<file path="src/sv/pbfa_pkg.sv">
// pbfa_pkg: shared widths, opcodes, register indexes and limits of the
// periodic bin force accumulator. No dependencies.
package pbfa_pkg;

	localparam int POS_W      = 24;
	localparam int FORCE_W    = 32;
	localparam int ACC_W      = 48;
	localparam int FRAME_W    = 16;
	localparam int BIN_W      = 12;
	localparam int DEPTH      = 4096;
	localparam int AXIS_BIN_W = 6;   // per-axis bin, up to 64 bins
	localparam int AXIS_DIV_W = 31;  // (p - low) * nbin
	localparam int LIN_W      = 18;  // linear index before the depth check
	localparam int CFG_IDX_W  = 3;
	localparam int CFG_DATA_W = 48;
	localparam int WORD_W     = 3 * ACC_W;

	localparam logic [FRAME_W-1:0] FRAME_MAX = '1;

	typedef enum logic [1:0] {
		OP_DEPOSIT = 2'd0,
		OP_END     = 2'd1,
		OP_READ    = 2'd2,
		OP_CLEAR   = 2'd3
	} opcode_t;

	typedef enum logic [CFG_IDX_W-1:0] {
		REG_REGION_X = 3'd0,
		REG_REGION_Y = 3'd1,
		REG_REGION_Z = 3'd2,
		REG_BOX_X    = 3'd3,
		REG_BOX_Y    = 3'd4,
		REG_BOX_Z    = 3'd5
	} reg_idx_t;

endpackage

</file>
<file path="src/sv/pbfa_sdiv.sv">
// pbfa_sdiv: unsigned restoring divider, one quotient bit per cycle.
// No dependencies.
module pbfa_sdiv #(
	parameter int DW = 48,
	parameter int SW = 16
) (
	input  logic          clk,
	input  logic          arst_n,
	input  logic          start,
	input  logic [DW-1:0] dividend,
	input  logic [SW-1:0] divisor,
	output logic          done,
	output logic [DW-1:0] quot
);
	localparam int CW = $clog2(DW + 1);

	logic [DW-1:0] acc_q;
	logic [SW-1:0] rem_q;
	logic [SW-1:0] dsr_q;
	logic [CW-1:0] cnt_q;
	logic          done_q;
	logic [SW:0]   trial;
	logic [SW:0]   diff;
	logic          ge;

	assign trial = {rem_q, acc_q[DW-1]};
	assign ge    = trial >= {1'b0, dsr_q};
	assign diff  = trial - {1'b0, dsr_q};

	always_ff @(posedge clk or negedge arst_n) begin
		if (!arst_n) begin
			cnt_q  <= '0;
			done_q <= 1'b0;
		end else if (start) begin
			cnt_q  <= CW'(DW);
			done_q <= 1'b0;
		end else if (cnt_q != '0) begin
			cnt_q  <= cnt_q - CW'(1);
			done_q <= (cnt_q == CW'(1));
		end else begin
			done_q <= 1'b0;
		end
	end

	always_ff @(posedge clk) begin
		if (start) begin
			acc_q <= dividend;
			rem_q <= '0;
			dsr_q <= divisor;
		end else if (cnt_q != '0) begin
			acc_q <= {acc_q[DW-2:0], ge};
			rem_q <= ge ? diff[SW-1:0] : trial[SW-1:0];
		end
	end

	assign done = done_q;
	assign quot = acc_q;
endmodule

</file>
<file path="src/sv/pbfa_axis.sv">
// pbfa_axis: one axis: periodic wrap, region test and bin by serial divide.
// Depends on pbfa_pkg and pbfa_sdiv.
module pbfa_axis import pbfa_pkg::*; #(
	parameter int NBIN = 16
) (
	input  logic                  clk,
	input  logic                  arst_n,
	input  logic                  start,
	input  logic [POS_W-1:0]      pos,
	input  logic [2*POS_W-1:0]    region,
	input  logic [POS_W-1:0]      box,
	output logic                  done,
	output logic                  in_range,
	output logic [AXIS_BIN_W-1:0] bin
);
	localparam int PW = POS_W + 2;

	logic          v_s1, v_s2, v_s3, v_s4;
	logic [PW-1:0] low_s1, up_s1, len_s1, pos_s1;
	logic [PW-1:0] low_s2, up_s2, len_s2, p_s2;
	logic [PW-1:0] low_s3, up_s3, p_s3;
	logic          empty_s2, empty_s3, in_s4;
	logic [PW-1:0] low_c, upr_c, len_c, eff_up_c, sum_c, lowlen_c, diff_c, span_c;
	logic [AXIS_DIV_W-1:0] prod_c;
	logic [AXIS_DIV_W-1:0] quot;

	assign low_c    = PW'(region[POS_W-1:0]);
	assign upr_c    = PW'(region[2*POS_W-1:POS_W]);
	assign len_c    = PW'(box);
	assign eff_up_c = (upr_c > len_c || upr_c <= low_c) ? len_c : upr_c;
	assign sum_c    = pos_s1 + len_s1;
	assign lowlen_c = low_s2 + len_s2;
	assign diff_c   = p_s3 - low_s3;
	assign span_c   = up_s3 - low_s3;
	assign prod_c   = AXIS_DIV_W'(diff_c[POS_W-1:0]) * AXIS_DIV_W'(NBIN);

	always_ff @(posedge clk or negedge arst_n) begin
		if (!arst_n) begin
			v_s1 <= 1'b0;
			v_s2 <= 1'b0;
			v_s3 <= 1'b0;
			v_s4 <= 1'b0;
		end else begin
			v_s1 <= start;
			v_s2 <= v_s1;
			v_s3 <= v_s2;
			v_s4 <= v_s3;
		end
	end

	always_ff @(posedge clk) begin
		if (start) begin
			low_s1 <= low_c;
			up_s1  <= eff_up_c;
			len_s1 <= len_c;
			pos_s1 <= PW'(pos);
		end
		if (v_s1) begin
			low_s2   <= low_s1;
			up_s2    <= up_s1;
			len_s2   <= len_s1;
			empty_s2 <= up_s1 <= low_s1;
			p_s2     <= (sum_c < up_s1) ? sum_c : pos_s1;
		end
		if (v_s2) begin
			low_s3   <= low_s2;
			up_s3    <= up_s2;
			empty_s3 <= empty_s2;
			// p - len >= low, kept unsigned
			p_s3     <= (p_s2 >= lowlen_c) ? p_s2 - len_s2 : p_s2;
		end
		if (v_s3) begin
			in_s4 <= !empty_s3 && p_s3 >= low_s3 && p_s3 < up_s3;
		end
	end

	// divider launched straight from stage three operands
	pbfa_sdiv #(.DW(AXIS_DIV_W), .SW(POS_W)) u_div (
		.clk      (clk),
		.arst_n   (arst_n),
		.start    (v_s3),
		.dividend (prod_c),
		.divisor  (span_c[POS_W-1:0]),
		.done     (done),
		.quot     (quot)
	);

	assign in_range = in_s4 && !v_s4;
	assign bin      = quot[AXIS_BIN_W-1:0];
endmodule

</file>
<file path="config.mk">
export PLATFORM = sky130hd
export DESIGN_NAME = pbfa_axis
export DESIGN_NICKNAME = d
export VERILOG_FILES = /design/src/sv/pbfa_pkg.sv /design/src/sv/pbfa_sdiv.sv /design/src/sv/pbfa_axis.sv
export SDC_FILE = /design/constraint.sdc
export NUM_CORES = 1
export LEC_CHECK = 0
export BUFFER_PORTS_ARGS = -buffer_cell sky130_fd_sc_hd__buf_4
export CORE_ASPECT_RATIO = 0.5
export CORE_UTILIZATION = 50
export DETAILED_ROUTE_END_ITERATION = 16
export GPL_TIMING_DRIVEN = 0
export PLACE_DENSITY = 0.75
export SYNTH_ARGS = -nofsm -noshare
export SYNTH_HDL_FRONTEND = slang
export SYNTH_HIERARCHICAL = 1
export SYNTH_SLANG_ARGS = --single-unit
</file>
<file path="constraint.sdc">
create_clock -name clk -period 9.7 [get_ports clk]
set_input_delay 1.455 -clock clk [delete_from_list [all_inputs] [get_ports clk]]
set_output_delay 1.455 -clock clk [all_outputs]
set_load 0.01 [all_outputs]
</file>
Word-level counts from Yosys, hierarchy flattened
Index checks and enable logic that the tools add are counted.
{ "op_classes": {"muxes": 10, "add_sub_neg": 7, "n_lt_le_gt_ge": 8, "eq_ne": 1, "reduce_logical": 8} }
{ "op_table": {"columns": ["op", "n"], "rows": [
  ["2-to-1 mux 24 bit", 3],
  ["subtractor 24 bit", 3],
  ["2-to-1 mux 28 bit", 2],
  ["adder 24 x 24 -> 25 bit", 2],
  [">= comparator 26 x 24 -> 1 bit", 1],
  ["less-or-equal comparator 26 x 24 -> 1 bit", 1],
  ["< comparator 25 x 26 -> 1 bit", 1],
  ["< comparator 26 bit", 1],
  ["2-to-1 mux 26 bit", 1],
  ["subtractor 25 x 24 -> 26 bit", 1],
  [">= comparator 25 x 24 -> 1 bit", 1],
  [">= comparator 25 bit", 1],
  ["> comparator 24 bit", 1],
  ["less-or-equal comparator 24 bit", 1],
  ["2-to-1 mux 5 bit", 2],
  ["== test 5 x 1 -> 1 bit (second input constant)", 1],
  ["nonzero test 5 bit", 1],
  ["subtractor 5 x 1 -> 5 bit (second input constant)", 1],
  ["logical AND 1 bit", 3],
  ["zero test 1 bit", 2],
  ["2-to-1 mux 1 bit", 2],
  ["nonzero test 2 bit", 1],
  ["logical OR 1 bit", 1]
]} }
{ "totals": {"input_bits": 99, "output_inout_bits": 8, "wordCells": 59, "ff_bits": 365} }

Longest topological paths before layout
{ "logic_depth": {"word_depth": 3, "ltp_mapped": 23, "ltp_nobuf": 22} }

Modules after synthesis
The synthesis kept the hierarchy.
{ "by_module_without_submodules": {"columns": ["module", "instances", "cells_per_inst", "seq_area_each_um2", "area_each_um2"], "rows": [
  ["pbfa_axis", 1, 1635, 8207.9, 18183.7],
  ["pbfa_sdiv", 1, 457, 2282.2, 4749.6]
]} }

Worst setup path after synthesis
No wires, ideal clock.
{ "synth_timing": {"kind": "register to register", "from": "register low_s2[4]", "to": "register p_s3[10], data pin", "setup_ns": 0.270, "path_stages_with_launch": 19, "arrival_time_ns": 4.181, "path_buffers": 3, "required_ns": 9.430, "slack_ns": 5.248, "period_less_slack_ns": 4.452, "cell_sequence": "edfxtp_1 -> ha_1 -> o21a_1 -> o21ai_0 -> o31ai_1 -> a2111oi_0 -> o31ai_1 -> a21oi_1 -> a21oi_1 -> nor4_1 -> a311oi_1 -> ha_1 -> nand4_1 -> nor4_1 -> a311o_1 -> clkbuf_1 -> clkbuf_1 -> clkbuf_1 -> a21oi_1"} }
{ "synth_via": {"elab_chain_len": 3} }
{ "synth_rtl": {"columns": ["element", "line_no", "source"], "rows": [
  ["start: declaration", "pbfa_axis.sv:20", "logic [PW-1:0] low_s2, up_s2, len_s2, p_s2;"],
  ["start signal: assignment", "pbfa_axis.sv:59", "low_s2 <= low_s1;"],
  ["adder 24 x 24 -> 25 bit", "pbfa_axis.sv:32", "assign lowlen_c = low_s2 + len_s2;"],
  [">= comparator 25 bit", "pbfa_axis.sv:70", "p_s3 <= (p_s2 >= lowlen_c) ? p_s2 - len_s2 : p_s2;"],
  ["2-to-1 mux 26 bit", "pbfa_axis.sv:70", null],
  ["end signal: assignment", "pbfa_axis.sv:70", null],
  ["end: declaration", "pbfa_axis.sv:21", "logic [PW-1:0] low_s3, up_s3, p_s3;"]
]} }
No other way between the ends.
A chain may end at the register's enable or synchronous reset.

Worst setup path after layout
{ "layout_timing": {"from": "register low_s2[1]", "to": "register p_s3[18], data pin"} }
Same word-level chain as after synthesis.

==> out/summary.md <==
Status
- result of the run: completed

Cells and area
- # fillers: 3660
- share of layout cells above drive strength 1: 12.12%
- final net count: 2638
- utilization of the core after routing: 56.85%
- commonest cells after routing, fill and taps aside: edfxtp_1, ha_1, inv_1, a21oi_1, nor2_1
- finished layout cell area: 25700 µm²
- post-synthesis to final-layout area growth: 12.07%
- most frequent standard cell in the layout excluding fill and tap cells: edfxtp_1

Clocking
- post-CTS setup buffer count: 0
- Longest Clk Path Bufs: 3
- number of sinks handled by clock tree synthesis: 359
- clock tree from TritonCTS: yes
- clock edge transition at the registers on the reported setup and hold paths: 0.07 ns
- number of clock buffers inserted by TritonCTS: 36
- hold_buf cts: 0
- master cell of the clock root buffer: clkbuf_16
- H-tree depth reported by CTS: 2
- clk_lat worst skew: 0.54 ns
- Post-CTS Resized: 0

Synth
- post-synthesis share of cell area spent on and, or, nand and nor gates: 9.570%
- average instance area after synthesis: 10.96 µm²
- largest area contributor in the synthesized netlist: edfxtp_1
- adder-cell share of the synthesized area: 16.29%
- post-synthesis cell area: 22930 µm²
- ys flop type: edfxtp_1
- share of the synthesized area in the top cell type: 42.56%
- Synth Area in Compound Gates: 15.01%
- fraction of synthesis flops using an asynchronous set or reset pin: 2.786%
- sequential cell area fraction in the yosys report: 45.74%
- largest family of logic cells by synthesized area: adder cells
- number of flops mapped to enable cells by yosys: 325
- count of cell types in the netlist: 81
- Area contributors post-synth: edfxtp_1, ha_1, inv_1
- Seq cells post-synth: 359
- total number of yosys warnings: 6
- synthesized instance count: 2092
- fraction of synthesized area in multiplexers: 4.594%
- parity-gate share of the synthesized area counting xor and xnor cells: 4.316%

Floorplanning
- area enclosed by the die boundary: 46780 µm²
- core area: 45210 µm²
- count of boundary I/O pins: 107
- Cell Rows: 55
- starting density of the core: 50.72%
- Die Span Y: 153.4 µm
- Die Span X: 304.9 µm

Critical path
- Reg-to-Reg Start: low_s2[1]
- reg2reg setup slack: 3.84 ns
- Critical path origin: low_s2[1]
- arrival time reported for the critical path endpoint: 6.13 ns
- cell-by-cell trace of the critical path: ha_1 -> a211oi_1 -> o21a_1 -> o31ai_1 -> a2111oi_0 -> o31ai_1 -> a21oi_1 -> a21oi_1 -> nor4_1 -> a311oi_1 -> ha_1 -> nand4_1 -> nor4_1 -> a311o_1 -> clkbuf_1 -> clkbuf_1 -> clkbuf_1 -> a21oi_1
- critical path class: register to register
- Crit path depth: 18
- largest stage delay on the critical path: 0.77 ns
- Worst Setup EP: p_s3[18]
- CP Buf/Inv Count: 3
- Crit path max-delay family: compound AO/OA/AOI/OAI gates
- capture instance of the worst register-to-register path: p_s3[18]
- crit path max-delay cell type: a2111oi_0
- endpoint required time on the critical path: 9.97 ns
- worst reg2reg path depth: 18
- element type at the critical path start: register
- critical path endpoint category: register
- maximum net fanout on the critical path: 10

Drt
- number of nets still failing antenna checks after routing: 0
- post-detailed-route DRC marker count: 0
- final WL: 52980 µm
- mean routed wirelength per cell: 18.47 µm
- DR iter-0 viols: 1527
- per-cell via count in the routed design: 5.661
- number of iterations in the first detailed-routing pass: 5
- via count: 16240

Pwr
- clock share of power: 24.2%
- Seq pwr share: 38.5%
- total power per unit cell area: 224.7 nW/µm²
- total net switching power: 0.001976 W
- combinational power share: 37.3%
- Pleak: 11.29 nW
- peak supply drop: 0.1015 mV
- switching share of power: 34.21%
- total internal power: 0.003800 W

STA
- Setup violations, final: 0
- worst slew pin tran: 1.272 ns
- unrepaired setup endpoints after global routing: false
- Hold Worst Slack: 0.4126 ns
- final period utilization: 60.39%
- remaining max-slew budget at the tightest pin: 15.20%
- Worst Clk Skew: 0.02066 ns
- Final Hold Violating Endpoints: 0
- post-layout minimum cycle time: 5.858 ns
- final-layout setup total negative slack: 0 ns
- peak clock frequency supported by timing: 0.1707 GHz
- worst setup slack after layout: 3.842 ns
- number of max-slew violations in the final report: 0

Placement
- instance area after placement: 24540 µm²
- total of buffers placed on input and output ports: 106
- final RePlAce weighted congestion: 0.9310
- Setup Slack @ Placement: 3.870 ns
- estimated wirelength of the detail-placed design: 41620 µm

Run
- # Max-Cap Violations: 0

Global routing
- initial antenna violation count: 1
- first-pass GRT wire length: 82540 µm
- number of global-route vias before repair: 15620
- total gr overflow: 0
- largest net degree at the start of global routing: 98
- all-layer global routing usage: 22.38%

Worst hold path
- Min-Delay Path Class: register to register
- worst hold path depth: 0

metrics by stage:
| stage | power [W] | cells |
|---|---|---|
| 3_5_place_dp | 0.004365 | 2804 |
| 6_report | 0.005776 | 2868 |
| 5_1_grt | 0.006117 | 2868 |
| 3_3_place_gp | 0.004304 | 2803 |
| 4_1_cts | 0.005764 | 2867 |
| 2_1_floorplan | 0.003801 | 2099 |
metal layers:
metal / GRT usage (%) / part of all wire [%]
met1: 32.62 / 48
met2: 34.73 / 44
met3: 3.009 / 5.5
met4: 6.590 / 2.6
met5: 0 / 0
area by class of cell:
type / instances / area (µm²) / area share (%)
multi-input combinational: 1475 / 11450 / 44.54
sequential: 359 / 10500 / 40.84
clock buffer: 44 / 972.2 / 3.782
inverter: 232 / 870.8 / 3.388
timing repair buffer: 107 / 823.3 / 3.203
tap: 598 / 748.2 / 2.911
clock inverter: 19 / 186.4 / 0.7253
buffer: 33 / 152.6 / 0.5939
antenna: 1 / 2.502 / 0.009736
synthesized netlist by cell type (20+ instances only):
cell / count
inv_1: 232
a21oi_1: 143
o21ai_0: 89
dfxtp_1: 24
a311oi_1: 23
xor2_1: 37
xnor2_1: 76
o21a_1: 42
nor3_1: 28
nand2b_1: 26
nor2b_1: 30
a21o_1: 84
ha_1: 289
clkbuf_1: 22
mux2_4: 20
nand3_1: 37
nor2_1: 127
nand2_1: 121
edfxtp_1: 325
mux2_2: 64
nand4_1: 37
how the worst min path moves through the flow:
stage / endpoint / slack (ns) / from
2_1_floorplan: empty_s3 / 0.40 / empty_s2
3_3_place_gp: up_s3[23] / 0.40 / up_s2[23]
3_5_place_dp: empty_s3 / 0.40 / empty_s2
4_1_cts: up_s3[2] / 0.42 / up_s2[2]
5_1_grt: up_s3[23] / 0.42 / up_s2[23]
6_report: up_s3[2] / 0.41 / up_s2[2]
power groups by stage:
stage / registers (W) / logic (W) / clock network (W)
finish: 0.00223 / 0.00215 / 0.00140
global route: 0.00225 / 0.00239 / 0.00147
CTS: 0.00222 / 0.00213 / 0.00141
detailed placement: 0.00225 / 0.00211 / 0
global placement: 0.00225 / 0.00205 / 0
floorplan: 0.00216 / 0.00164 / 0
registers in the layout (all words and copies together), names as in the netlist:
| name | count |
|---|---|
| p_s2 | 25 |
| up_s3 | 24 |
| up_s1 | 24 |
| u_div/dsr_q | 24 |
| low_s2 | 24 |
| low_s3 | 24 |
| low_s1 | 24 |
| v_s2 | 1 |
| empty_s3 | 1 |
| p_s3 | 26 |
| v_s1 | 1 |
| u_div/cnt_q | 5 |
| pos_s1 | 24 |
| empty_s2 | 1 |
| up_s2 | 24 |
| len_s2 | 24 |
| v_s3 | 1 |
| u_div/done | 1 |
| in_s4 | 1 |
| len_s1 | 24 |
| v_s4 | 1 |
| u_div/quot | 31 |
| u_div/rem_q | 24 |
logic make-up (layout without fill, tap and decap cells):
logic type	Yosys count	after routing
DFF	359	359
buffers and inverters	265	435
other	1	9
xor gates and xnor gates	113	113
AOI/OAI and AO/OA	513	513
and+or+nand+nor	459	459
muxes	87	87
adders and majority gates	295	295
(Power assumes the default switching activity.)
