**src/sv/pbfa_sdiv.sv**
```systemverilog
// pbfa_sdiv: unsigned restoring divider, one quotient bit per cycle.
// No dependencies.
module pbfa_sdiv #(
	parameter int DW = 48,
	parameter int SW = 16
) (
	input  logic          clk,
	input  logic          arst_n,
	input  logic          start,
	input  logic [DW-1:0] dividend,
	input  logic [SW-1:0] divisor,
	output logic          done,
	output logic [DW-1:0] quot
);
	localparam int CW = $clog2(DW + 1);

	logic [DW-1:0] acc_q;
	logic [SW-1:0] rem_q;
	logic [SW-1:0] dsr_q;
	logic [CW-1:0] cnt_q;
	logic          done_q;
	logic [SW:0]   trial;
	logic [SW:0]   diff;
	logic          ge;

	assign trial = {rem_q, acc_q[DW-1]};
	assign ge    = trial >= {1'b0, dsr_q};
	assign diff  = trial - {1'b0, dsr_q};

	always_ff @(posedge clk or negedge arst_n) begin
		if (!arst_n) begin
			cnt_q  <= '0;
			done_q <= 1'b0;
		end else if (start) begin
			cnt_q  <= CW'(DW);
			done_q <= 1'b0;
		end else if (cnt_q != '0) begin
			cnt_q  <= cnt_q - CW'(1);
			done_q <= (cnt_q == CW'(1));
		end else begin
			done_q <= 1'b0;
		end
	end

	always_ff @(posedge clk) begin
		if (start) begin
			acc_q <= dividend;
			rem_q <= '0;
			dsr_q <= divisor;
		end else if (cnt_q != '0) begin
			acc_q <= {acc_q[DW-2:0], ge};
			rem_q <= ge ? diff[SW-1:0] : trial[SW-1:0];
		end
	end

	assign done = done_q;
	assign quot = acc_q;
endmodule

```
**config.mk**
```make
export PLATFORM = sky130hd
export DESIGN_NAME = pbfa_sdiv
export DESIGN_NICKNAME = d
export VERILOG_FILES = /design/src/sv/pbfa_sdiv.sv
export SDC_FILE = /design/constraint.sdc
export NUM_CORES = 1
export LEC_CHECK = 0
export BUFFER_PORTS_ARGS = -buffer_cell sky130_fd_sc_hd__buf_2
export CAP_MARGIN = 10
export CORE_MARGIN = 2
export CORE_UTILIZATION = 45
export CTS_CLUSTER_DIAMETER = 150
export DETAILED_ROUTE_END_ITERATION = 7
export GPL_ROUTABILITY_DRIVEN = 0
export HOLD_SLACK_MARGIN = 0.12
export PLACE_DENSITY_LB_ADDON = 0.1
export RECOVER_POWER = 50
export SLEW_MARGIN = 20
export SYNTH_ARGS = -nofsm -noshare
export SYNTH_HDL_FRONTEND = slang
export SYNTH_SLANG_ARGS = --single-unit
```
**constraint.sdc**
```tcl
create_clock -name clk -period 4 [get_ports clk]
set_input_delay 0.4 -clock clk [delete_from_list [all_inputs] [get_ports clk]]
set_output_delay 0.4 -clock clk [all_outputs]
set_load 0.005 [all_outputs]
```
## Word-level counts from Yosys, hierarchy flattened

Index checks and enable logic that the tools add are counted.

- Register bits after elaboration: 87
- Input port bits: 67

- Equality and inequality tests: 1
- Mux-type cells: 7
- Reduce and logical (&&, ||, !) cells: 2
- $lt $le $gt $ge: 1
- Add/subtract/negate cells: 2

Operators with widths:

| operator | number |
|---|---|
| 48-bit 2-to-1 mux | 2 |
| 17-bit by 16-bit greater-or-equal comparator with 1-bit output | 1 |
| 16-bit 2-to-1 mux | 1 |
| 16-bit subtractor | 1 |
| 6-bit 2-to-1 mux | 2 |
| 6-bit by 1-bit == test with 1-bit output (second input constant) | 1 |
| 6-bit nonzero test | 1 |
| 6-bit by 1-bit subtractor with 6-bit output (second input constant) | 1 |
| 1-bit 2-to-1 mux | 2 |
| 2-bit nonzero test | 1 |

## Longest topological paths before layout

Gate-level depths: netlist of run 1.

- Depth after elaboration: 3
- Depth in mapped cells: 11
- Mapped depth without buffers: 9

## Worst setup path after synthesis of run 1

Ideal clock, no wire load.

- Path kind: register -> register
- Start point: register cnt_q[0]
- End point: register acc_q[0] (netlist: quot[0]), enable pin
- Setup slack: 1.702 ns
- Data required time: 3.597 ns
- Buffers on the path: 0
- Period minus slack after synthesis: 2.298 ns
- Stages on the path, launching flop included: 6
- Arrival time: 1.895 ns
- Cells stage by stage: dfrtp_1 inv_1 ha_1 nand2b_1 nor2_1 inv_1

- Word-level cells in the longest chain between the ends: 2

Ends and longest elaborated chain:

| element | RTL line | source |
|---|---|---|
| start, declared | 20 | `logic [CW-1:0] cnt_q;` |
| start signal, assigned | 35 | `cnt_q <= CW'(DW);` |
| start signal, assigned | 38 | `cnt_q <= cnt_q - CW'(1);` |
| 6-bit nonzero test | 50 | `end else if (cnt_q != '0) begin` |
| 2-bit nonzero test (no line) | n/a |  |
| end signal, assigned | 47 | `acc_q <= dividend;` |
| end signal, assigned | 51 | `acc_q <= {acc_q[DW-2:0], ge};` |
| end, declared | 17 | `logic [DW-1:0] acc_q;` |

No other way between the ends.
A chain may end at the register's enable or synchronous reset.

## Worst setup path after layout of run 1

- Start point: input port start
- End point: register acc_q[6] (netlist: quot[6]), enable pin

- Word-level cells in the longest chain between the ends: 1

Ends and longest elaborated chain:

| element | RTL line | source |
|---|---|---|
| start, declared | 9 | `input logic start,` |
| 2-bit nonzero test (no line) | n/a |  |

No other way between the ends.

==> results of run 1 <==
==> sequential cells by signal, summed over array words and instances, names as in the netlist <==
| signal | cells |
|---|---|
| cnt_q | 6 |
| done | 1 |
| dsr_q | 16 |
| quot | 48 |
| rem_q | 16 |
==> layout make-up <==
cell class,instances,area (um2)
sequential,87,2420
timing repair buffer,120,566
clock inverter,1,30.0
multi-input combinational,241,1850
tap,133,166
fill,863,4410
inverter,22,82.6
clock buffer,15,168
==> how the worst max path moves through the flow <==
stage / from / to / slack, ns / cells past startpoint
floorplan: cnt_q[0] / quot[0] / 1.70 / 5
global placement: dsr_q[4] / rem_q[3] / 1.30 / 8
finish: start / quot[6] / 1.07 / 7
global route: start / quot[6] / 0.75 / 7
CTS: rem_q[13] / rem_q[7] / 1.16 / 7
detailed placement: rem_q[13] / rem_q[7] / 1.19 / 7
==> per-stage QoR <==
stage                     util (%)  power (mW)  cells  hold WS, ns
final                         54.5        2.00    619        0.217
after detailed placement      52.8        1.41    602        0.247
after global placement        52.8        1.41    602        0.247
after global routing          54.5        2.10    619        0.199
after CTS                     55.0        2.04    619        0.192
after floorplan                  -        1.28    367        0.104
==> worst reg2reg max path: cells and delay by family (launching register included) <==
family | cells | cell delay [ns]
mux | 1 | 0.30
simple gates | 1 | 0.19
compound gates | 4 | 1.48
fa+ha+maj | 1 | 0.37
flops | 1 | 0.34
==> logic make-up after synthesis <==
family	after synthesis	share of synthesized area, %
DFF	87	54.4
and+or+nand+nor	86	9.69
muxes	52	13.0
xor gates and xnor gates	9	1.77
buffers and inverters	39	4.06
AOI/OAI and AO/OA	75	11.5
adders and majority gates	19	5.52
==> cell usage after synthesis (all sizes together) (2+ instances only) <==
cell type,number
buf,11
a21oi,16
nand2,22
inv,22
ha,18
xnor2,4
o21ai,16
nand4,2
nor4,2
edfxtp,64
clkbuf,6
nor2b,2
o311ai,7
dfrtp,7
nand3,11
mux2,47
o41ai,2
a32oi,4
nor4b,2
dfxtp,16
o211ai,5
nor3,5
nand2b,6
o31ai,2
mux2i,5
xor2,5
nand3b,2
a21o,7
nor2,23
or3,2
or4b,2
a211o,2
==> power by group through the flow <==
stage | registers, mW | clock network [mW] | logic, mW
floorplan | 1.11 | 0 | 0.169
global placement | 1.11 | 0 | 0.293
detailed placement | 1.11 | 0 | 0.297
CTS | 1.10 | 0.645 | 0.299
global route | 1.11 | 0.672 | 0.322
finish | 1.10 | 0.622 | 0.287
==> routing by layer <==
metal | vias up | GRT usage (%) | part of all wire (%)
li1 | 1606 | - | -
met1 | 1507 | 24.6 | 45
met2 | 92 | 27.6 | 45
met3 | 16 | 6.25 | 7.4
met4 | 0 | 8.91 | 2.3
met5 | - | 0 | 0
==> run metrics, run 1 <==
run status finished clean; most frequently used flop master after synthesis sky130_fd_sc_hd__edfxtp_1; slowest library cell on the worst path sky130_fd_sc_hd__clkbuf_1; length of the first detailed-routing pass in iterations 4; fraction of power spent switching nets 23.7%; initial antenna violation count 2; portion of the clock cycle consumed by the worst path in the final layout 73.2%; power density normalized to cell area 380 nW/um2; Num Clock Sinks 87; Max Slew Vio Count 0; classification of the worst-slack hold path in2reg; syn avg cell area 12.1 um2; r2r endpoint rem_q[7]; iteration-0 DRC count of the detailed router 81; number of distinct library cell variants in the gate-level netlist after synthesis 59; die height 103 um; chip width 103 um; row count 36; maximum number of pins on one net before global-route repair 48; unrepaired setup endpoints after global routing false; area of the core region 9680 um2; flip-flop and latch count after synthesis 87; Leak 2.21 nW; number of vias in the routed layout 3,221; combined global-route utilization of all metal layers 18.6%; cell-internal power 1.53 mW; Post-layout nets 567; Hold Vio Cnt, Final 0; # hold bufs at CTS 1; Reg2Reg Setup Slack 1.19 ns; setup TNS after final layout 0 ns; Clock power frac 31.0%; vias in the first global route 3,269; CTS tree yes; R2R cell count 7; cell count after synthesis 367; maximum clock rate 341 MHz; hold path depth 1; Antenna Nets Post-Route 0; type of element launching the critical path primary input; clock period minus worst slack 2.93 ns; Clk pin slew, worst setup/hold paths 0.08 ns; ranking of synthesized cells by area sky130_fd_sc_hd__edfxtp_1 43%, sky130_fd_sc_hd__mux2_2 12%, sky130_fd_sc_hd__dfxtp_1 7.2%; Placement Setup Slack 1.19 ns; relative slew slack 13.7%; summed area of non-filler cells in the final layout 5280 um2; EDFF count, synth 64; power share of the combinational group 14.3%; worst reg2reg startpoint rem_q[13]; I/O pin cnt 116; number of remaining DRC errors 0; Inserted Diodes 0; portion of total power attributed to sequential cells 54.7%; latest clock arrival within the worst-skew pair 0.36 ns; post-synthesis cell type with the largest combined area sky130_fd_sc_hd__edfxtp_1; number of buffers inserted during clock tree synthesis 9; buffer count from post-CTS setup fixing 0; CTS root buffer sky130_fd_sc_hd__clkbuf_8; initial cell density of the core 45.9%; netlist area before placement 4440 um2; Max H-tree Level 3; MaxCap Viol Count 0; Longest Clk Path Bufs 2; first-pass GRT wire length 15,200 um; cell family with most CP delay buffers and inverters; number of nets in the synthesized netlist 453; Bufs and invs on worst path 4; proportion of register bits with asynchronous set or reset after synthesis 8.05%; Area growth, synth to finish 18.7%; Post-Route WL 9370 um; number of vias per cell after detailed routing 5.20; Hold Path Origin divisor[6]; most common library cell in the layout ignoring fill and taps sky130_fd_sc_hd__buf_2; share of Yosys cell area claimed by the top area cell type 43.3%; slew at the pin with the worst max-slew slack 1.29 ns; Seq/Total Area, Yosys 54.4%; total grt overflow 0; peak supply drop 0.000211 V; hold path endpoint dsr_q[6]; count of yosys warnings during synthesis 0; final setup slack of the worst path 1.07 ns; average detailed-routed wire length per instance 15.1 um; type of element capturing the critical path flop; Max FO, Critical Path 44; NetSw 475 uW; placed instance area 5120 um2; Required @ worst endpoint 3.99 ns; Worst EP arrival 2.92 ns; total half-perimeter wirelength after legalization and detailed placement 6760 um; area enclosed by the die boundary 10,700 um2; fraction of final layout cells sized beyond drive strength 1 29.4%; maximum clock skew at final layout 0.00689 ns; commonest cells after routing, fill and taps aside 80 x sky130_fd_sc_hd__buf_2, 64 x sky130_fd_sc_hd__edfxtp_1, 47 x sky130_fd_sc_hd__mux2_2, 40 x sky130_fd_sc_hd__clkbuf_1, 23 x sky130_fd_sc_hd__nor2_1; IO Port Bufs 115; critical path class in2reg; post-cts resize count 0; ordered cell list for the critical path clkbuf_1 > nor2_1 > nand2_1 > nor2_1 > clkbuf_1 > inv_1 > buf_4; crit-path max cell delay 0.92 ns; final setup violation count 0
No activity file was read; power rests on OpenSTA's default activity.
==> inputs of run 2 (changes only) <==
==> constraint.sdc (replaced) <==
create_clock -name clk -period 2.49 [get_ports clk]
set_input_delay 0.249 -clock clk [delete_from_list [all_inputs] [get_ports clk]]
set_output_delay 0.249 -clock clk [all_outputs]
set_load 0.005 [all_outputs]
==> run metrics, run 2 (same netlist as run 1, synthesis figures left out) <==
number of buffers inserted during clock tree synthesis 9 (unchanged); I/O pin cnt 116 (unchanged); most common library cell in the layout ignoring fill and taps sky130_fd_sc_hd__buf_2 (unchanged); die height 103 um (unchanged); peak supply drop 0.000353 V (was 0.000211 V); latest clock arrival within the worst-skew pair 0.35 ns (was 0.36 ns); commonest cells after routing, fill and taps aside 79 x sky130_fd_sc_hd__buf_2, 64 x sky130_fd_sc_hd__edfxtp_1, 47 x sky130_fd_sc_hd__mux2_2, 37 x sky130_fd_sc_hd__clkbuf_1, 23 x sky130_fd_sc_hd__nor2_1 (was 80 x sky130_fd_sc_hd__buf_2, 64 x sky130_fd_sc_hd__edfxtp_1, 47 x sky130_fd_sc_hd__mux2_2, 40 x sky130_fd_sc_hd__clkbuf_1, 23 x sky130_fd_sc_hd__nor2_1); Num Clock Sinks 87 (unchanged); type of element capturing the critical path flop (unchanged); Longest Clk Path Bufs 2 (unchanged); worst setup path startpoint dsr_q[14] (was start); Post-layout nets 586 (was 567); Hold Vio Cnt, Final 0 (unchanged); relative slew slack 24.3% (was 13.7%); Post-Route WL 9750 um (was 9370 um); Inserted Diodes 0 (unchanged); IO Port Bufs 115 (unchanged); CTS root buffer sky130_fd_sc_hd__clkbuf_8 (unchanged); worst reg2reg startpoint dsr_q[14] (was rem_q[13]); Max Slew Vio Count 0 (unchanged); MaxCap Viol Count 0 (unchanged); average detailed-routed wire length per instance 15.3 um (was 15.1 um); setup TNS after final layout 0 ns (unchanged); length of the first detailed-routing pass in iterations 4 (unchanged); Max H-tree Level 3 (unchanged); Antenna Nets Post-Route 0 (unchanged); combined global-route utilization of all metal layers 19.1% (was 18.6%); number of remaining DRC errors 0 (unchanged); Worst EP arrival 2.52 ns (was 2.92 ns); Clk pin slew, worst setup/hold paths 0.08 ns (about the same); maximum clock skew at final layout 0.00760 ns (was 0.00689 ns); Area growth, synth to finish 24.0% (was 18.7%); summed area of non-filler cells in the final layout 5510 um2 (was 5280 um2); buffer count from post-CTS setup fixing 0 (unchanged); type of element launching the critical path flop (was primary input); post-layout utilization of the core 56.9% (was 54.5%); run status finished clean (unchanged); Required @ worst endpoint 2.71 ns (was 3.99 ns); chip width 103 um (unchanged); fraction of final layout cells sized beyond drive strength 1 30.1% (was 29.4%); iteration-0 DRC count of the detailed router 140 (was 81); slew at the pin with the worst max-slew slack 1.14 ns (was 1.29 ns); area enclosed by the die boundary 10,700 um2 (unchanged); number of vias in the routed layout 3,315 (was 3,221); initial cell density of the core 45.9% (unchanged); CTS tree yes (unchanged); area of the core region 9680 um2 (unchanged); Hold Path Origin dividend[22] (was divisor[6]); total grt overflow 0 (unchanged); maximum number of pins on one net before global-route repair 49 (was 48); unrepaired setup endpoints after global routing false (unchanged); max FFs per register 48 (unchanged); portion of the clock cycle consumed by the worst path in the final layout 92.2%; number of vias per cell after detailed routing 5.20 (about the same); row count 36 (unchanged); power density normalized to cell area 604 nW/um2 (was 380 nW/um2); vias in the first global route 3,306 (was 3,269); classification of the worst-slack hold path in2reg (unchanged); clock period minus worst slack 2.30 ns; placed insts 605 (was 602); Leak 2.31 nW (was 2.21 nW); total half-perimeter wirelength after legalization and detailed placement 6990 um (was 6760 um); fin cells 638 (was 619); post-layout power 3.33 mW (was 2.00 mW); first-pass GRT wire length 15,700 um (was 15,200 um); final setup violation count 0 (unchanged); maximum clock rate 436 MHz; critical path class reg2reg (was in2reg); initial antenna violation count 0 (was 2); placed instance area 5160 um2 (was 5120 um2); Max FO, Critical Path 27 (was 44)
## run 2: cell count changes in the layout (fill, tap and decap cells not counted), moves of 2 or more
| cell | delta |
|---|---|
| sky130_fd_sc_hd__dlygate4sd3_1 | +16 |
| sky130_fd_sc_hd__ha_1 | -3 |
| sky130_fd_sc_hd__ha_2 | +3 |
| sky130_fd_sc_hd__buf_12 | +2 |
| sky130_fd_sc_hd__clkbuf_1 | -3 |
| sky130_fd_sc_hd__buf_1 | +2 |
## run 2: layer usage
layer	share of wire [%]	vias to the layer above	GRT usage (%)	routed length, um
li1	-	1656	-	-
met3	7.8	9	6.85	758
met5	0	-	0	0
met1	45	1542	24.9	4400
met4	1.2	0	6.17	121
met2	46	108	29.8	4470
## run 2: worst max-delay path, cell delays in order, from the launching register on
cell and delay [ns]:
sky130_fd_sc_hd__edfxtp_1 0.36, sky130_fd_sc_hd__inv_1 0.06, sky130_fd_sc_hd__ha_2 0.30, sky130_fd_sc_hd__a21o_1 0.22, sky130_fd_sc_hd__a211o_1 0.33, sky130_fd_sc_hd__nor3_1 0.20
sky130_fd_sc_hd__a31o_1 0.21, sky130_fd_sc_hd__buf_12 0.18, sky130_fd_sc_hd__mux2i_1 0.23, sky130_fd_sc_hd__o21ai_1 0.07
## run 2: area by class of cell
cell class,instances,area (um2)
fill,862,4170
tap,133,166
inverter,22,82.6
timing repair buffer,139,772
clock buffer,13,149
sequential,87,2420
multi-input combinational,241,1860
clock inverter,3,67.6
## run 2: per-stage QoR
step / worst slack, ns / hold slack [ns]
6_report: 0.194 / 0.195
5_1_grt: 0.00756 / 0.173
4_1_cts: 0.173 / 0.175
3_5_place_dp: 0.189 / 0.0910
3_3_place_gp: 0.219 / 0.0936
2_1_floorplan: 0.192 / -0.0466
## run 2: power breakdown
group,switching [mW],leakage (nW),internal [mW]
combinational,0.234,1.32,0.255
sequential,0.0674,0.881,1.69
clock,0.482,0.104,0.595
total,0.784,2.31,2.54
## run 2: path summary, 6_finish.rpt
path,endpoint,slack (ns),depth (start not counted)
max in group asynchronous,cnt_q[5],1.88,2
min reg2reg,rem_q[4],0.48,2
min in group asynchronous,cnt_q[0],0.33,2
max reg2reg,rem_q[7],0.19,9
max,rem_q[7],0.19,9
min,quot[22],0.20,2
## run 2: repair_timing
| action | 4_1_cts | 5_1_grt |
|---|---|---|
| setup endpoints to repair | 0 | 5 |
| hold buffers | 17 | 0 |
| resized for setup | 0 | 5 |
| endpoints found under the hold margin | 23 | 0 |
==> inputs of run 3 (changes only) <==
--- a/config.mk
+++ b/config.mk
@@ -15,6 +15,7 @@
 export HOLD_SLACK_MARGIN = 0.12
 export PLACE_DENSITY_LB_ADDON = 0.1
 export RECOVER_POWER = 50
+export REMOVE_ABC_BUFFERS = 1
 export SLEW_MARGIN = 20
 export SYNTH_ARGS = -nofsm -noshare
 export SYNTH_HDL_FRONTEND = slang
==> run metrics, run 3 (same netlist as run 1, synthesis figures left out) <==
peak supply drop 0.000374 V (was 0.000353 V); IO Port Bufs 115 (unchanged); critical path class reg2reg (unchanged); Post-layout nets 588 (was 586); Hold Worst Slack 0.183 ns (was 0.195 ns); first-pass GRT wire length 15,500 um (was 15,700 um); maximum number of pins on one net before global-route repair 54 (was 49); slowest library cell on the worst path sky130_fd_sc_hd__edfxtp_1 (unchanged); relative slew slack 12.5% (was 24.3%); Area growth, synth to finish 23.7% (was 24.0%); die height 103 um (unchanged); Hold Vio Cnt, Final 0 (unchanged); Longest Clk Path Bufs 2 (unchanged); iteration-0 DRC count of the detailed router 179 (was 140); worst reg2reg startpoint dsr_q[14] (unchanged); Max H-tree Level 3 (unchanged); run status finished clean (unchanged); summed area of non-filler cells in the final layout 5490 um2 (was 5510 um2); row count 36 (unchanged); Required @ worst endpoint 2.73 ns (was 2.71 ns); hold path endpoint quot[26] (was quot[22]); Post-Route WL 9710 um (was 9750 um); type of element launching the critical path flop (unchanged); type of element capturing the critical path flop (unchanged); Reg2Reg Setup Slack 0.20 ns (was 0.19 ns); unrepaired setup endpoints after global routing false (unchanged); crit-path max cell delay 0.34 ns (was 0.36 ns); maximum clock skew at final layout 0.00691 ns (was 0.00760 ns); area of the core region 9680 um2 (unchanged); combined global-route utilization of all metal layers 19.1% (about the same); fraction of final layout cells sized beyond drive strength 1 30.2% (was 30.1%); Hold Path Origin dividend[26] (was dividend[22]); Placement Setup Slack 0.201 ns (was 0.189 ns); CTS tree yes (unchanged); clock period minus worst slack 2.29 ns (was 2.30 ns); hold path depth 2 (unchanged); placed instance area 5170 um2 (was 5160 um2); average detailed-routed wire length per instance 15.2 um (was 15.3 um); classification of the worst-slack hold path in2reg (unchanged); total grt overflow 0 (unchanged); placed insts 607 (was 605); initial antenna violation count 1 (was 0); cell family with most CP delay compound AO/OA/AOI/OAI gates (unchanged); MaxCap Viol Count 0 (unchanged); R2R cell count 9 (unchanged); chip width 103 um (unchanged); length of the first detailed-routing pass in iterations 4 (unchanged); Leak 2.32 nW (was 2.31 nW); final setup violation count 0 (unchanged); post-layout utilization of the core 56.7% (was 56.9%); number of vias in the routed layout 3,394 (was 3,315); power density normalized to cell area 594 nW/um2 (was 604 nW/um2); Worst EP arrival 2.52 ns (about the same); fin cells 640 (was 638); Antenna Nets Post-Route 0 (unchanged); post-layout power 3.26 mW (was 3.33 mW); maximum clock rate 437 MHz (was 436 MHz); slew at the pin with the worst max-slew slack 1.31 ns (was 1.14 ns); Clk pin slew, worst setup/hold paths 0.09 ns (was 0.08 ns); ordered cell list for the critical path inv_1 > ha_1 > a21o_1 > a211o_1 > nor3_1 > a31o_1 > buf_6 > mux2i_1 > o21ai_1 (was inv_1 > ha_2 > a21o_1 > a211o_1 > nor3_1 > a31o_1 > buf_12 > mux2i_1 > o21ai_1); CTS root buffer sky130_fd_sc_hd__clkbuf_8 (unchanged); area enclosed by the die boundary 10,700 um2 (unchanged); commonest cells after routing, fill and taps aside 81 x sky130_fd_sc_hd__buf_2, 64 x sky130_fd_sc_hd__edfxtp_1, 47 x sky130_fd_sc_hd__mux2_2, 35 x sky130_fd_sc_hd__clkbuf_1, 23 x sky130_fd_sc_hd__nor2_1 (was 79 x sky130_fd_sc_hd__buf_2, 64 x sky130_fd_sc_hd__edfxtp_1, 47 x sky130_fd_sc_hd__mux2_2, 37 x sky130_fd_sc_hd__clkbuf_1, 23 x sky130_fd_sc_hd__nor2_1); portion of the clock cycle consumed by the worst path in the final layout 91.8% (was 92.2%); total half-perimeter wirelength after legalization and detailed placement 6880 um (was 6990 um); latest clock arrival within the worst-skew pair 0.36 ns (was 0.35 ns); number of vias per cell after detailed routing 5.30 (was 5.20); most common library cell in the layout ignoring fill and taps sky130_fd_sc_hd__buf_2 (unchanged); I/O pin cnt 116 (unchanged); Num Clock Sinks 87 (unchanged); number of buffers inserted during clock tree synthesis 9 (unchanged); Bufs and invs on worst path 2 (unchanged); initial cell density of the core 45.9% (unchanged); Max Slew Vio Count 0 (unchanged); final setup slack of the worst path 0.203 ns (was 0.194 ns); Max FO, Critical Path 14 (was 27); Inserted Diodes 0 (unchanged); r2r endpoint rem_q[4] (was rem_q[7]); vias in the first global route 3,265 (was 3,306); buffer count from post-CTS setup fixing 0 (unchanged); setup TNS after final layout 0 ns (unchanged); number of remaining DRC errors 0 (unchanged); max FFs per register 48 (unchanged)
==> run 3: area by class of cell <==
| cell class | count | area, um2 |
|---|---|---|
| Fill cell | 865 | 4190 |
| Clock inverter | 3 | 42.5 |
| Multi-Input combinational cell | 241 | 1850 |
| Sequential cell | 87 | 2420 |
| Timing Repair Buffer | 141 | 781 |
| Inverter | 22 | 82.6 |
| Clock buffer | 13 | 159 |
| Tap cell | 133 | 166 |
==> run 3: how the worst max path moves through the flow <==
stage / depth (start not counted) / from / slack, ns / end
2_1_floorplan: 5 / cnt_q[0] / -0.15 / quot[0]
3_3_place_gp: 8 / dsr_q[4] / 0.25 / quot[0]
3_5_place_dp: 9 / dsr_q[14] / 0.20 / rem_q[4]
4_1_cts: 9 / dsr_q[14] / 0.18 / rem_q[4]
5_1_grt: 9 / dsr_q[14] / 0.006 / rem_q[4]
6_report: 9 / dsr_q[14] / 0.20 / rem_q[4]
==> run 3: report_power, final <==
group          switching, mW  leakage [nW]  internal [mW]
clock                  0.498        0.0996          0.518
combinational          0.232          1.34          0.255
sequential            0.0655         0.881           1.69
total                  0.795          2.32           2.47
==> run 3: what timing repair did <==
| action | CTS | global route |
|---|---|---|
| endpoints found under the hold margin | 23 | 0 |
| setup endpoints to repair | 0 | 3 |
| hold buffers | 17 | 0 |
| gates resized for setup | 0 | 1 |
==> run 3: metal layers <==
| layer | part of all wire (%) | GRT usage, % | vias up |
|---|---|---|---|
| li1 | - | - | 1655 |
| met1 | 44 | 25.3 | 1609 |
| met2 | 46 | 28.6 | 112 |
| met3 | 8.1 | 7.12 | 16 |
| met4 | 1.5 | 7.29 | 2 |
| met5 | 0.13 | 0 | - |
